$ cat src/rtl/core/wrpp_pkg.sv
// Shared types and codes for the weighted-runtime process picker.
// No dependencies; used by wrpp_ctrl, wrpp_dpath and the top level.
package wrpp_pkg;

  // Request command codes.
  typedef enum logic [2:0] {
    CMD_TICK      = 3'd0,
    CMD_SET_STATE = 3'd1,
    CMD_SET_PRIO  = 3'd2,
    CMD_PICK      = 3'd3,
    CMD_READ      = 3'd4
  } cmd_code_t;

  // Process slot state codes.
  typedef enum logic [2:0] {
    PS_UNUSED   = 3'd0,
    PS_EMBRYO   = 3'd1,
    PS_SLEEPING = 3'd2,
    PS_RUNNABLE = 3'd3,
    PS_RUNNING  = 3'd4,
    PS_ZOMBIE   = 3'd5
  } proc_state_t;

  localparam logic [31:0] CNT_MAX     = 32'hFFFF_FFFF;
  localparam logic [3:0]  DEF_PRIO_RST = 4'd2;

  // One row of the slot table.
  typedef struct packed {
    logic [2:0]  status;
    logic [3:0]  weight;
    logic [31:0] sleep_cnt;
    logic [31:0] ready_cnt;
    logic [31:0] run_cnt;
  } row_t;

  // Controller states.
  typedef enum logic [3:0] {
    S_CLEAR,
    S_IDLE,
    S_DECODE,
    S_SCAN,
    S_DRAIN1,
    S_DRAIN2,
    S_PSEL,
    S_RD,
    S_WR,
    S_DONE
  } ctl_state_t;

  // Commands from controller to datapath.
  typedef struct packed {
    logic load;
    logic clear_step;
    logic scan_step;
    logic rmw_rd;
    logic rmw_wr;
    logic out_load;
  } ctl_cmd_t;

  // Status from datapath to controller.
  typedef struct packed {
    logic idx_last;
    logic is_scan;
    logic is_pick;
    logic is_rmw;
    logic have;
  } dp_status_t;

endpackage

$ cat src/rtl/core/wrpp_ctrl.sv
// Controller state machine of the weighted-runtime process picker.
// Depends on wrpp_pkg; drives wrpp_dpath through command and status structs.
module wrpp_ctrl (
  input  logic                clk,
  input  logic                rst_n,
  input  logic                in_valid,
  output logic                in_stall,
  output logic                out_valid,
  input  logic                out_stall,
  output wrpp_pkg::ctl_cmd_t  cmd,
  input  wrpp_pkg::dp_status_t st
);
  import wrpp_pkg::*;

  ctl_state_t state_r, state_nxt;
  logic       out_valid_r, out_valid_nxt;

  // State and output-valid registers.
  always_ff @(posedge clk) begin
    if (!rst_n) begin
      state_r     <= S_CLEAR;
      out_valid_r <= 1'b0;
    end else begin
      state_r     <= state_nxt;
      out_valid_r <= out_valid_nxt;
    end
  end

  // Next state and datapath commands.
  always_comb begin
    state_nxt = state_r;
    cmd       = '0;
    in_stall  = 1'b1;
    case (state_r)
      S_CLEAR: begin
        cmd.clear_step = 1'b1;
        if (st.idx_last) state_nxt = S_IDLE;
      end
      S_IDLE: begin
        in_stall = 1'b0;
        if (in_valid) begin
          cmd.load  = 1'b1;
          state_nxt = S_DECODE;
        end
      end
      S_DECODE: begin
        if (st.is_scan)     state_nxt = S_SCAN;
        else if (st.is_rmw) state_nxt = S_RD;
        else                state_nxt = S_DONE;
      end
      S_SCAN: begin
        cmd.scan_step = 1'b1;
        if (st.idx_last) state_nxt = S_DRAIN1;
      end
      S_DRAIN1: state_nxt = S_DRAIN2;
      S_DRAIN2: state_nxt = S_PSEL;
      S_PSEL: begin
        state_nxt = (st.is_pick && st.have) ? S_RD : S_DONE;
      end
      S_RD: begin
        cmd.rmw_rd = 1'b1;
        state_nxt  = S_WR;
      end
      S_WR: begin
        cmd.rmw_wr = 1'b1;
        state_nxt  = S_DONE;
      end
      S_DONE: begin
        if (!out_valid_r || !out_stall) begin
          cmd.out_load = 1'b1;
          state_nxt    = S_IDLE;
        end
      end
      default: state_nxt = S_IDLE;
    endcase
  end

  // The output register holds a result until the receiver takes it.
  always_comb begin
    out_valid_nxt = out_valid_r;
    if (out_valid_r && !out_stall) out_valid_nxt = 1'b0;
    if (cmd.out_load)              out_valid_nxt = 1'b1;
  end

  assign out_valid = out_valid_r;

endmodule

$ cat config.mk
export PLATFORM = sky130hd
export DESIGN_NAME = wrpp_ctrl
export DESIGN_NICKNAME = d
export VERILOG_FILES = /design/src/rtl/core/wrpp_pkg.sv /design/src/rtl/core/wrpp_ctrl.sv
export SDC_FILE = /design/constraint.sdc
export NUM_CORES = 1
export LEC_CHECK = 0
export BUFFER_PORTS_ARGS = -buffer_cell sky130_fd_sc_hd__buf_2
export CAP_MARGIN = 20
export CORE_MARGIN = 8
export CORE_UTILIZATION = 25
export DETAILED_ROUTE_END_ITERATION = 12
export SLEW_MARGIN = 0
export SYNTH_ARGS = -nofsm -noshare
export SYNTH_HDL_FRONTEND = slang
export SYNTH_SLANG_ARGS = --single-unit
$ cat constraint.sdc
create_clock -name clk -period 3 [get_ports clk]
set_input_delay 0.45 -clock clk [delete_from_list [all_inputs] [get_ports clk]]
set_output_delay 0.45 -clock clk [all_outputs]
set_load 0.005 [all_outputs]
# Word-level counts from Yosys, hierarchy flattened
# Index checks and enable logic that the tools add are counted.
dict set report word_totals {
  regBits 5
  wordCells 42
  inputBits 9
  out_inout_bits 8
}
dict set report op_classes {
  mux 19
  n_eq_ne 13
  n_reduce_logical 8
}
# op count
set ops {}
lappend ops {{4-bit one-hot mux with 10 select lines} 1}
lappend ops {{4-bit two-way mux} 7}
lappend ops {{4-bit by 3-bit == test with 1-bit output (second input constant)} 4}
lappend ops {{1-bit two-way mux} 11}
lappend ops {{4-bit by 2-bit == test with 1-bit output (second input constant)} 2}
lappend ops {{4-bit == test (second input constant)} 2}
lappend ops {{2-bit != test (second input constant)} 4}
lappend ops {{4-bit by 1-bit == test with 1-bit output (second input constant)} 1}
lappend ops {{4-bit zero test} 1}
lappend ops {{4-bit AND reduction} 1}
lappend ops {{1-bit logical AND} 2}
lappend ops {{1-bit zero test} 2}
lappend ops {{2-bit nonzero test} 1}
lappend ops {{1-bit logical OR} 1}

# Depth between registers and ports, before layout
# Gate-level depths: netlist of the first run.
dict set report logic_depth {
  ltp_word 5
  ltp_mapped 5
}

# Worst setup path after synthesis of the first run
# No wires, ideal clock.
dict set report synth_path {
  path_kind {register to output}
  start {register state_r[0]}
  end {output cmd[1] in the netlist's numbering}
  setup_slack_ns 1.729
  arrival_ns 0.821
  path_stages_with_launch 4
  cell_sequence {dfxtp_1 buf_6 or2_4 nor3_1}
}
# item line_no
set synth_rtl {}
lappend synth_rtl {{start, declared} wrpp_ctrl.sv:15} ;# ctl_state_t state_r, state_nxt;
lappend synth_rtl {{start signal, assigned} wrpp_ctrl.sv:24} ;# state_r <= state_nxt;
lappend synth_rtl {{end, declared} wrpp_ctrl.sv:10} ;# output wrpp_pkg::ctl_cmd_t cmd,

==> run summary, run 1 <==
For the standby leakage power, the log shows 0.241 nW. The first TritonRoute pass finished after 4 iterations. Of the cells placed in the final design, the portion with a size suffix greater than 1 is 36.4%. The tool flagged a number of max-cap violations equal to 0. Cell area after synthesis: 398 sq um. Setup repair after global routing left no endpoint under its margin.

The clock tree buffer depth is 2, and the global route total overflow is 0. The run gives 1.23 ns as the post-route worst setup slack. The later pin in the worst-skew pair is clocked with a latency of 0.24 ns. Routability-driven placement finished with a final weighted congestion of 0.888.

The tools report the wire length of the first global-routing pass as 1.69 mm. The number of gates resized after CTS was 0. Power spread over the standard cell area amounts to 433 mW/mm^2. Based on the critical path, the design can be clocked at up to 564 MHz. STA puts the critical path data required time at 2.55 ns. The initial utilization of the core area, before any placement, comes to 26.4%.

Data on the critical path arrives at its endpoint at 1.32 ns. Counting every sink on the clock net gives 5. The worst max-slew margin expressed relative to the limit came out at 75.1%. For this design, the slowest cell found on the critical path is sky130_fd_sc_hd__dfxtp_1. By startpoint and endpoint, the worst setup path is classified as reg2out. The final layout contains 76 nets. The logs give 0 for the number of antenna violations at the first check in global routing and 418 for the via count. The final instance area is 500 sq um. In the post-synthesis netlist, the biggest area contributors are sky130_fd_sc_hd__dfxtp_1 (25%), sky130_fd_sc_hd__nand3b_4 (5.0%), sky130_fd_sc_hd__a21boi_1 (3.8%). The number of nets handed over by synthesis was 58.

In the final routed layout, each cell accounts on average for 12.3 um. Buffers added to address setup during post-CTS repair amount to 0. Yosys printed 0 warnings. The global-route usage over all layers was 6.43%; the signed area change from the synthesized netlist to the final layout was 25.8%. The tools report the startpoint type of the worst setup path as a flip-flop. After floorplanning, the core was divided into 14 placement rows. In this run, post-CTS hold repair placed 0 buffers. Wires add up to 1.01 mm. The register clock-pin slew on the reported worst setup and hold paths is 0.04 ns. The proportion of netlist area held by the largest area contributor is 25.2%.

Clock tree synthesis selected as its root buffer the cell sky130_fd_sc_hd__clkbuf_4. The detail route stage leaves a number of antenna-violating nets equal to 0. Family with the most delay on the worst path: flip-flops. In this design, the stage delay of the slowest critical-path cell is 0.54 ns.

TritonCTS built the clock tree. For the portion of the post-synthesis area used by sequential elements, the log shows 25.2%. The synthesized design contains 5 register bits. Path category of the worst min-delay check: reg2reg.

The count of pins over their slew limit came out at 0. For this design the top-level I/O count stands at 17. Setup violations remaining at the end of the flow were counted as 0.

For the post-DP HPWL, the log shows 844 um. In the synthesized netlist, the number of instances is 49. The kind of end point of the critical path was an output port. For the pin with the worst max-slew slack, the measured transition is 0.373 ns. The run gives 433 as the number of global-route vias before repair. Summed over all instances, the cell type with the most area after synthesis is sky130_fd_sc_hd__dfxtp_1. The placed instances occupy a cell area of 474 sq um.

The area of the core came out at 0.00151 sq mm. For the number of remaining DRC errors, the log shows 0. The maximum net fanout on the critical path is 12. The number of endpoints with negative hold slack in the final report came out at 0. The final critical-path required period is 1.77 ns. Traced cell by cell, the critical path runs through nor2b_1 > and2_1 > buf_2. Between clock sinks in the finished design, the worst skew comes to 0.00219 ns. The H-tree level count was 1. TritonCTS created 3 clock buffers. The run gives 13 as the largest net degree at the start of global routing.

A synthesized cell averages 8.12 sq um. The y dimension of the die was 55.9 um. The logs give 194 uV for the peak supply drop and 0 ns for the setup TNS. The die outline width came out at 55.9 um. Dividing the detail-routed via count by the number of cells gives 5.10. The count of buffer and inverter cells on the critical path came out at 1.

The total of buffers placed on input and output ports was 16. For the total die area, the log shows 0.00312 sq mm. The synthesized netlist contains 30 unique library cells. The count of inserted antenna diode cells was 0; the pre-CTS setup slack was 1.48 ns. The flow ran to the end, and the final reports show no timing, DRC or antenna violations. After the first detailed-routing iteration, the DRC count stood at 4.

After layout, the worst path uses 59.1% of the clock period.
## final cells by class
cell class | instances | area, sq um
inverters | 4 | 15.0
clock buffers | 4 | 26.3
flip-flops and latches | 5 | 100
repair buffers | 16 | 80.1
fillers | 161 | 1010
well taps | 16 | 20.0
multi-input cells | 37 | 259
## logic make-up after synthesis
logic type,synth area share (%)
AND/OR/NAND/NOR,39.6
buffers and inverters,9.75
flip-flops,25.2
AO/OA/AOI/OAI,25.5
## path summary, 6_finish.rpt
kind / startpoint / to / slack [ns] / cells after the start
worst max-delay path: state_r[1] / cmd[3] / 1.23 / 3
worst min-delay path: out_valid / out_valid / 0.50 / 2
worst max register to register: state_r[1] / state_r[3] / 1.70 / 4
worst min register to register: out_valid / out_valid / 0.50 / 2
## state kept, by name (all words and copies together), names as in the netlist
signal	cells
state_r	4
out_valid	1
## through the flow
stage	power [W]	util (%)	hold slack [ns]	cells
global route	0.000232	33.2	0.496	82
global placement	0.000141	31.5	0.493	78
floorplan	0.000124	-	0.473	49
finish	0.000217	33.2	0.498	82
CTS	0.000221	33.2	0.491	82
detailed placement	0.000142	31.5	0.498	78
## synthesized netlist by cell type, drive strengths merged
cell	instances
nand2	3
dfxtp	5
buf	3
nand3b	3
a31oi	1
a21oi	3
and2	2
a211o	1
o21ai	3
a2bb2o	1
nor3	2
o311a	1
a21boi	2
or2	1
nor4b	1
nand4bb	1
nor2	4
o2111ai	1
o221ai	1
nor2b	3
inv	4
and3	2
nand2b	1
## power by group
group	switching, W	internal (W)
Combinational	0.0000270	0.0000312
Clock	0.0000252	0.0000501
Sequential	0.0000119	0.0000711
Total	0.0000641	0.000152
## layer usage
metal / vias up / wire, um / GRT usage [%]
met1: 188 / 458 / 6.39
met5: - / 0 / 0
met2: 17 / 477 / 10.7
met3: 2 / 62 / 2.97
met4: 0 / 11 / 3.78
li1: 211 / - / -
## placed cells by master (no fill, tap or decap), types with 2 or more instances in the layout
| cell type | count |
|---|---|
| sky130_fd_sc_hd__inv_1 | 4 |
| sky130_fd_sc_hd__nor2_1 | 4 |
| sky130_fd_sc_hd__dfxtp_1 | 5 |
| sky130_fd_sc_hd__nor2b_1 | 2 |
| sky130_fd_sc_hd__o21ai_0 | 2 |
| sky130_fd_sc_hd__and3_1 | 2 |
| sky130_fd_sc_hd__nand2_1 | 3 |
| sky130_fd_sc_hd__a21boi_1 | 2 |
| sky130_fd_sc_hd__buf_2 | 16 |
| sky130_fd_sc_hd__a21oi_1 | 2 |
| sky130_fd_sc_hd__nand3b_1 | 2 |
| sky130_fd_sc_hd__and2_1 | 2 |
| sky130_fd_sc_hd__clkbuf_4 | 3 |
## worst register-to-register path, stage by stage, from the launching register on
cell	delay [ns]
sky130_fd_sc_hd__dfxtp_1	0.54
sky130_fd_sc_hd__nand4bb_1	0.23
sky130_fd_sc_hd__a2bb2o_1	0.30
sky130_fd_sc_hd__nand2_1	0.07
sky130_fd_sc_hd__a21boi_1	0.05
Power figures use the tool's default switching activity.
==> run 2: changes to the inputs <==
Clock period 3 ns to 1.5 ns, I/O delays scaled along.
==> run 2 against run 1 <==
- largest power group is now the clock network
- worst hold slack got worse by 0.25 ns
- cell count increased by 1.2%
- final area increased by 2.3%
- clock power increased by 120%
- clock-buffer cell count unchanged
- total power increased by 110%
- critical path type unchanged
- via count decreased by 4.1%
- flip-flop and latch count unchanged
- global-route usage decreased by 0.23 points
- non-clock buffer count increased by 1
- setup slack got worse by 1.1 ns
- largest cell class unchanged
- sequential power increased by 95%
==> run summary, run 2 (same netlist as run 1, synthesis figures left out) <==
The tools report the number of global-route vias before repair as 381 (-12%). The tools report the final instance area as 512 sq um (+2.3%). The run gives 0 (unchanged) as the number of setup buffers added after CTS. The run gives 12 (-1) as the largest net degree at the start of global routing. The worst max-slew margin expressed relative to the limit came out at 80.5% (+5.4 points). The total of buffers placed on input and output ports works out to 16 (unchanged). The routed design could run at a clock period as short as 1.42 ns. The total I/O pin count was 17 (unchanged); the final routed wire length divided by cell count was 12.0 um (-2.6%). The peak supply drop was 321 uV (+66%); the signed area change from the synthesized netlist to the final layout was 28.6%. The logs give 1.27 ns (-1.28 ns) for the critical path data required time and 474 um (+3.5%) for the met1 wire length. The tools report the initial standard-cell utilization of the core as 26.4% (unchanged). The number of buffers created by CTS came out at 3 (unchanged).

The area of the core was 0.00151 sq mm (unchanged); the register-to-register path setup slack was 0.29 ns (-1.41 ns). The internal power consumption is 0.000311 W (+100%). The uppermost layer routed is met4.

Area taken by multi-input logic gates: 262 sq um (+0.97%). The worst register-to-register path ends at state_r[3]. The run gives 0 (unchanged) as the number of remaining DRC errors. The slew of the pin with the lowest slew margin is 0.292 ns (-0.0813 ns), and the standby leakage power is 0.247 nW (+2.4%). The run gives 1.65 mm (-2.4%) as the wire length of the first global-routing pass. Global-route usage over all layers: 6.20% (-0.23 points). For the total number of placement rows, the log shows 14 (unchanged). The tools report the power spent charging and discharging nets as 0.000139 W (+120%). Clock tree synthesis selected as its root buffer the cell sky130_fd_sc_hd__clkbuf_4.

On the critical path, the stage with the largest delay is an instance of sky130_fd_sc_hd__dfxtp_1. The category of the critical setup timing path was reg2out. For the total clock sinks, the log shows 5 (unchanged). More flip-flops sit in one register than any other, and that register is state_r.

The first-pass detailed-route iteration total is 4 (unchanged), and the number of flip-flops in the largest register is 4 (unchanged). For the sum of routed wire length over all layers, the log shows 996 um (-1.4%). The power per unit of standard cell area was 879 mW/mm^2 (+100%).

The die outline width came out at 55.9 um (unchanged). The number of violations reported at the end of detailed-routing iteration 0 came out at 11 (+7). TritonCTS built the clock tree.

The share of final-layout standard cells stronger than drive strength 1 works out to 40.3% (+3.9 points). The run gives 0 (unchanged) as the total of max-cap violations. The proportion of power drawn by combinational gates was 27.4% (+0.5 points); the maximum operating frequency was 702 MHz. The tightest min-delay check is of the in2reg type. The setup violation total in the final timing report came out at 0 (unchanged). The y dimension of the die was 55.9 um (unchanged). The part of the cycle the worst path needs is 94.9%, and the worst path arrival time is 1.20 ns (-0.12 ns).

The switching part of the total power was 30.9% (+1.3 points). In this run the worst setup path begins at state_r[2]. The logs give 83 (+1.2%) for the number of cells in the finished layout apart from fillers and 0.0759 ns (-1.15 ns) for the post-route worst setup slack. In the layout the commonest cells are sky130_fd_sc_hd__buf_2 (16), sky130_fd_sc_hd__inv_1 (4), sky130_fd_sc_hd__nor2_1 (4), sky130_fd_sc_hd__dfxtp_1 (4). The worst setup path is launched from a flip-flop.

The maximum net fanout on the critical path was 8 (-4). The sum of internal, switching and leakage power came out at 0.000450 W (+110%). The proportion of power drawn by the clock network is 36.5% (+1.7 points), and the global route total overflow is 0 (unchanged). The remaining antenna violation count came out at 0 (unchanged). Kind of end point of the critical path: an output port. The register clock-pin slew on the reported worst setup and hold paths works out to 0.05 ns (about the same). For the sequential share of power, the log shows 36.1% (-2.2 points).

The post-DP HPWL was 778 um (-7.8%). The detail-routed via count per cell works out to 4.83 (-5.2%). The setup TNS was 0 ns (unchanged). The number of hold-repair buffers added at the cts stage was 0 (unchanged); the biggest cell delay along the critical path was 0.38 ns (-0.16 ns). The met2 layer wire length in the routed design is 420 um (-12%), and the final clock skew is 0.00262 ns (+0.000428 ns).

The run gives 88 um (+42%) as the met3 wire length. The signal on the critical path passes through or2_4 > nor3_1 > buf_2. The tools report the number of fill cells in the layout as 168 (+4.3%). The register cell area after layout is 101 sq um (+1.2%). The tools report the total die area as 0.00312 sq mm (unchanged). The library cell used most frequently in the layout, excluding fill and tap cells, is sky130_fd_sc_hd__buf_2.

For the via count, the log shows 401 (-4.1%). In this run the critical register-to-register path is launched from state_r[2]. The count of inserted antenna diode cells came out at 0 (unchanged). The run finished with clean final reports. The length in cells of the worst reg-to-reg path was 4 (unchanged); the later-pin clock latency in the skew report was 0.25 ns (about the same). The number of cells in the design after placement was 79 (+1.3%); the number of endpoints with negative hold slack in the final report was 0 (unchanged).

The run gives 0 (unchanged) as the count of pins over their slew limit. The run gives 482 sq um (+1.6%) as the placement-stage cell area. The logs give 0 (unchanged) for the number of antenna violations at the first check in global routing and 77 (+1.3%) for the number of nets in the finished design. The placer congestion estimate is 0.768 (-13%), and the pre-CTS setup slack is 0.249 ns (-1.23 ns).

The critical path endpoint is cmd[1]. The run gives 2 (unchanged) as the clock tree buffer depth. The tools report the H-tree level count as 1 (unchanged).

Setup repair after global routing left no endpoint under its margin.
[run 2: critical path: cells and delay by family (launching register included)]
kind,cells,cell delay [ns]
AND/OR/NAND/NOR,2,0.43
flip-flops,1,0.38
buffers and inverters,1,0.14
[run 2: per-stage QoR]
step | utilization, % | hold WS, ns
after global routing | 34.0 | 0.264
after detailed placement | 32.0 | 0.480
final | 34.0 | 0.253
after global placement | 32.0 | 0.478
after floorplan | - | 0.356
after CTS | 33.8 | 0.250
[run 2: worst min-delay path by stage]
stage            endpoint  slack, ns      start  cells after the start
5_1_grt        state_r[0]       0.26      rst_n                      2
6_report       state_r[0]       0.25      rst_n                      2
2_1_floorplan  state_r[0]       0.36      rst_n                      1
3_5_place_dp    out_valid       0.48  out_valid                      2
3_3_place_gp    out_valid       0.48  out_valid                      2
4_1_cts        state_r[0]       0.25      rst_n                      2
[run 2: area by class of cell]
class	instances	share of cell area, %
clock buffers	4	5.13
inverters	4	2.93
flip-flops and latches	5	19.8
multi-input cells	37	51.1
well taps	16	3.91
repair buffers	17	17.1
[run 2: power groups by stage]
stage	clock (W)	sequential (W)	combinational [W]
after CTS	0.000167	0.000162	0.000124
after floorplan	0	0.000150	0.0000983
after detailed placement	0	0.000164	0.000123
after global placement	0	0.000163	0.000124
after global routing	0.000172	0.000164	0.000138
final	0.000164	0.000162	0.000123
[run 2: per-layer routing]
| layer | GRT usage (%) | vias to the layer above |
|---|---|---|
| met1 | 7.64 | 175 |
| li1 | - | 209 |
| met3 | 2.05 | 2 |
| met2 | 8.33 | 15 |
| met4 | 5.15 | 0 |
| met5 | 0 | - |
[run 2: repair_timing]
action / 4_1_cts / 5_1_grt
gates resized for setup: 1 / 1
setup endpoints to repair: 2 / 2
hold endpoints to repair: 0 / 0
==> run 3: changes to the inputs <==
Settings changed: BUFFER_PORTS_ARGS -buffer_cell sky130_fd_sc_hd__buf_2 to -buffer_cell sky130_fd_sc_hd__clkbuf_2, CORE_MARGIN 8 to not set.
==> run 3 against run 2 <==
- wire length decreased by 14%
- global-route usage increased by 4.5 points
- sequential power increased by 4%
- clock power decreased by 4%
- largest cell class unchanged
==> run summary, run 3 (same netlist as run 1, synthesis figures left out) <==
The setup violation total in the final timing report is 0 (unchanged), and the number of setup buffers added after CTS is 0 (unchanged). The via count is 391 (-2.5%), and the worst path arrival time is 1.19 ns (about the same). The run gives 0 (unchanged) as the number of antenna violations at the first check in global routing. The commonest non-fill, non-tap cell in the layout was sky130_fd_sc_hd__clkbuf_2. Among all stages on the critical path, the largest delay is contributed by sky130_fd_sc_hd__dfxtp_1.

The sum of routed wire length over all layers is 853 um (-14%), and the register-to-register path setup slack is 0.29 ns (about the same). The placer congestion estimate was 0.793 (+3.3%). The critical path goes through or2_4 > nor3_2 > clkbuf_2. The number of cells in the finished layout apart from fillers is 82 (-1.2%), and the register clock-pin slew on the reported worst setup and hold paths is 0.04 ns (about the same). Total of buffers placed on input and output ports: 16 (unchanged). Setup repair after global routing left no endpoint under its margin. The count of buffer and inverter cells on the critical path is 1 (unchanged), and the area of the core is 0.00149 sq mm (-1.2%). The top cell types in the final layout, fill and taps aside, are sky130_fd_sc_hd__clkbuf_2 (16), sky130_fd_sc_hd__inv_1 (4), sky130_fd_sc_hd__nor2_1 (4). TritonCTS built the clock tree. The run gives 226 uV (-30%) as the peak supply drop. The critical path starts at state_r[2].

The total number of placement rows came out at 14 (unchanged). The category of the critical setup timing path is reg2out. The H-tree level count came out at 1 (unchanged). The worst setup path is captured at an output port.

The count of pins over their slew limit was 0 (unchanged). The worst hold path belongs to the class in2reg. The tools report the maximum operating frequency as 707 MHz (+0.63%). The number of buffers created by CTS is 3 (unchanged), and the share of final-layout standard cells stronger than drive strength 1 is 43.9% (+3.6 points).

The die outline width is 41.9 um (-25%). The number of endpoints with negative hold slack in the final report is 0 (unchanged), and the setup TNS is 0 ns (unchanged). The worst setup path is launched from a flip-flop. The total die area came out at 0.00176 sq mm (-44%). The tools report the wire length of the first global-routing pass as 1.37 mm (-17%).

The logs give 78 (-1.3%) for the number of cells in the design after placement and 0.00227 ns (-0.000345 ns) for the final clock skew. The final critical-path required period is 1.42 ns (-0.00887 ns), and the number of fill cells in the layout is 159 (-5.4%). The tools report the global route total overflow as 0 (unchanged). The worst max-slew margin expressed relative to the limit is 81.0% (+0.49 points).

Most flop-heavy register: state_r. The biggest cell delay along the critical path is 0.38 ns (about the same), and the initial standard-cell utilization of the core is 26.7% (+0.31 points). In this run the critical register-to-register path is launched from state_r[2]. The logs give 76 (-1.3%) for the number of nets in the finished design and 509 sq um (-0.49%) for the final instance area. The logs give 0 (unchanged) for the total of max-cap violations and 10.7% (+4.5 points) for the global-route usage over all layers. Family with the most delay on the worst path: simple AND/OR/NAND/NOR gates. The logs give 5 (unchanged) for the total clock sinks and 4 (unchanged) for the first-pass detailed-route iteration total. Clock tree synthesis selected as its root buffer the cell sky130_fd_sc_hd__clkbuf_4. The largest net degree at the start of global routing is 13 (+1). The run gives 0 (unchanged) as the remaining antenna violation count. The y dimension of the die works out to 41.9 um (-25%). The count of inserted antenna diode cells is 0 (unchanged). The run finished with clean final reports.

Final routed wire length divided by cell count: 10.4 um (-13%). The clock tree buffer depth was 2 (unchanged). The number of remaining DRC errors is 0 (unchanged), and the power per unit of standard cell area is 865 mW/mm^2 (-1.5%). The slew of the pin with the lowest slew margin was 0.284 ns (-0.00733 ns); the part of the cycle the worst path needs was 94.3% (-0.59 points). The critical path data required time is 1.27 ns (about the same), and the detail-routed via count per cell is 4.77 (-1.3%). Relative to the synthesized area, the layout overhead comes to 28.0%. The run gives 474 sq um (-1.6%) as the placement-stage cell area. The post-DP HPWL was 637 um (-18%); the standby leakage power was 0.241 nW (-2.5%). The number of flip-flops in the largest register works out to 4 (unchanged). The later-pin clock latency in the skew report was 0.24 ns (about the same); the total I/O pin count was 17 (unchanged). The maximum net fanout on the critical path works out to 8 (unchanged). The number of global-route vias before repair is 333 (-13%), and the number of violations reported at the end of detailed-routing iteration 0 is 15 (+4). The startpoint identified for the worst hold timing path is out_stall.
[run 3: changes by cell type in the layout (fill, tap and decap cells not counted), sizes merged]
cell    delta
clkbuf    +16
buf       -17
[run 3: cell type report]
cell class              instances  area (sq um)  area share, %
clock buffers                   4          26.3           5.16
inverters                       4          15.0           2.95
multi-input cells              37           264           51.8
flip-flops and latches          5           104           20.4
well taps                      16          20.0           3.93
repair buffers                 16          80.1           15.7
[run 3: per-stage QoR]
| stage | power [W] | worst slack, ns | hold WS, ns | utilization [%] |
|---|---|---|---|---|
| final | 0.000441 | 0.0848 | 0.252 | 34.2 |
| after global routing | 0.000472 | 0.00634 | 0.264 | 34.2 |
| after global placement | 0.000282 | 0.141 | 0.482 | 31.8 |
| after detailed placement | 0.000280 | 0.202 | 0.487 | 31.8 |
| after CTS | 0.000442 | 0.00912 | 0.244 | 33.7 |
| after floorplan | 0.000248 | 0.397 | 0.356 | - |
[run 3: final timing paths]
path                                   end  cells past startpoint
worst max-delay path                cmd[4]                      3
worst min-delay path             out_valid                      3
worst max register to register  state_r[3]                      4
worst min register to register   out_valid                      2
[run 3: worst reg2reg max path, delay by kind of cell (launching register included)]
family | cells | cell delay, ns
DFF | 1 | 0.47
and+or+nand+nor | 2 | 0.27
AOI/OAI and AO/OA | 2 | 0.34
[run 3: per-layer routing]
metal	global-route usage [%]	vias to the layer above	share of wire [%]
met3	1.30	2	6.8
met1	14.1	161	48
met5	0	-	0
met2	13.1	19	43
met4	13.5	0	1.6
li1	-	209	-
[run 3: what timing repair did]
action / CTS / global route
gates cloned: 0 / 0
hold buffers: 0 / 0
resized for setup: 1 / 4
setup endpoints to repair: 2 / 7
[run 3: power by group]
part / internal [W] / leakage [nW] / switching, W
combinational: 0.0000640 / 0.184 / 0.0000523
sequential: 0.000144 / 0.0419 / 0.0000238
clock: 0.000101 / 0.0150 / 0.0000559
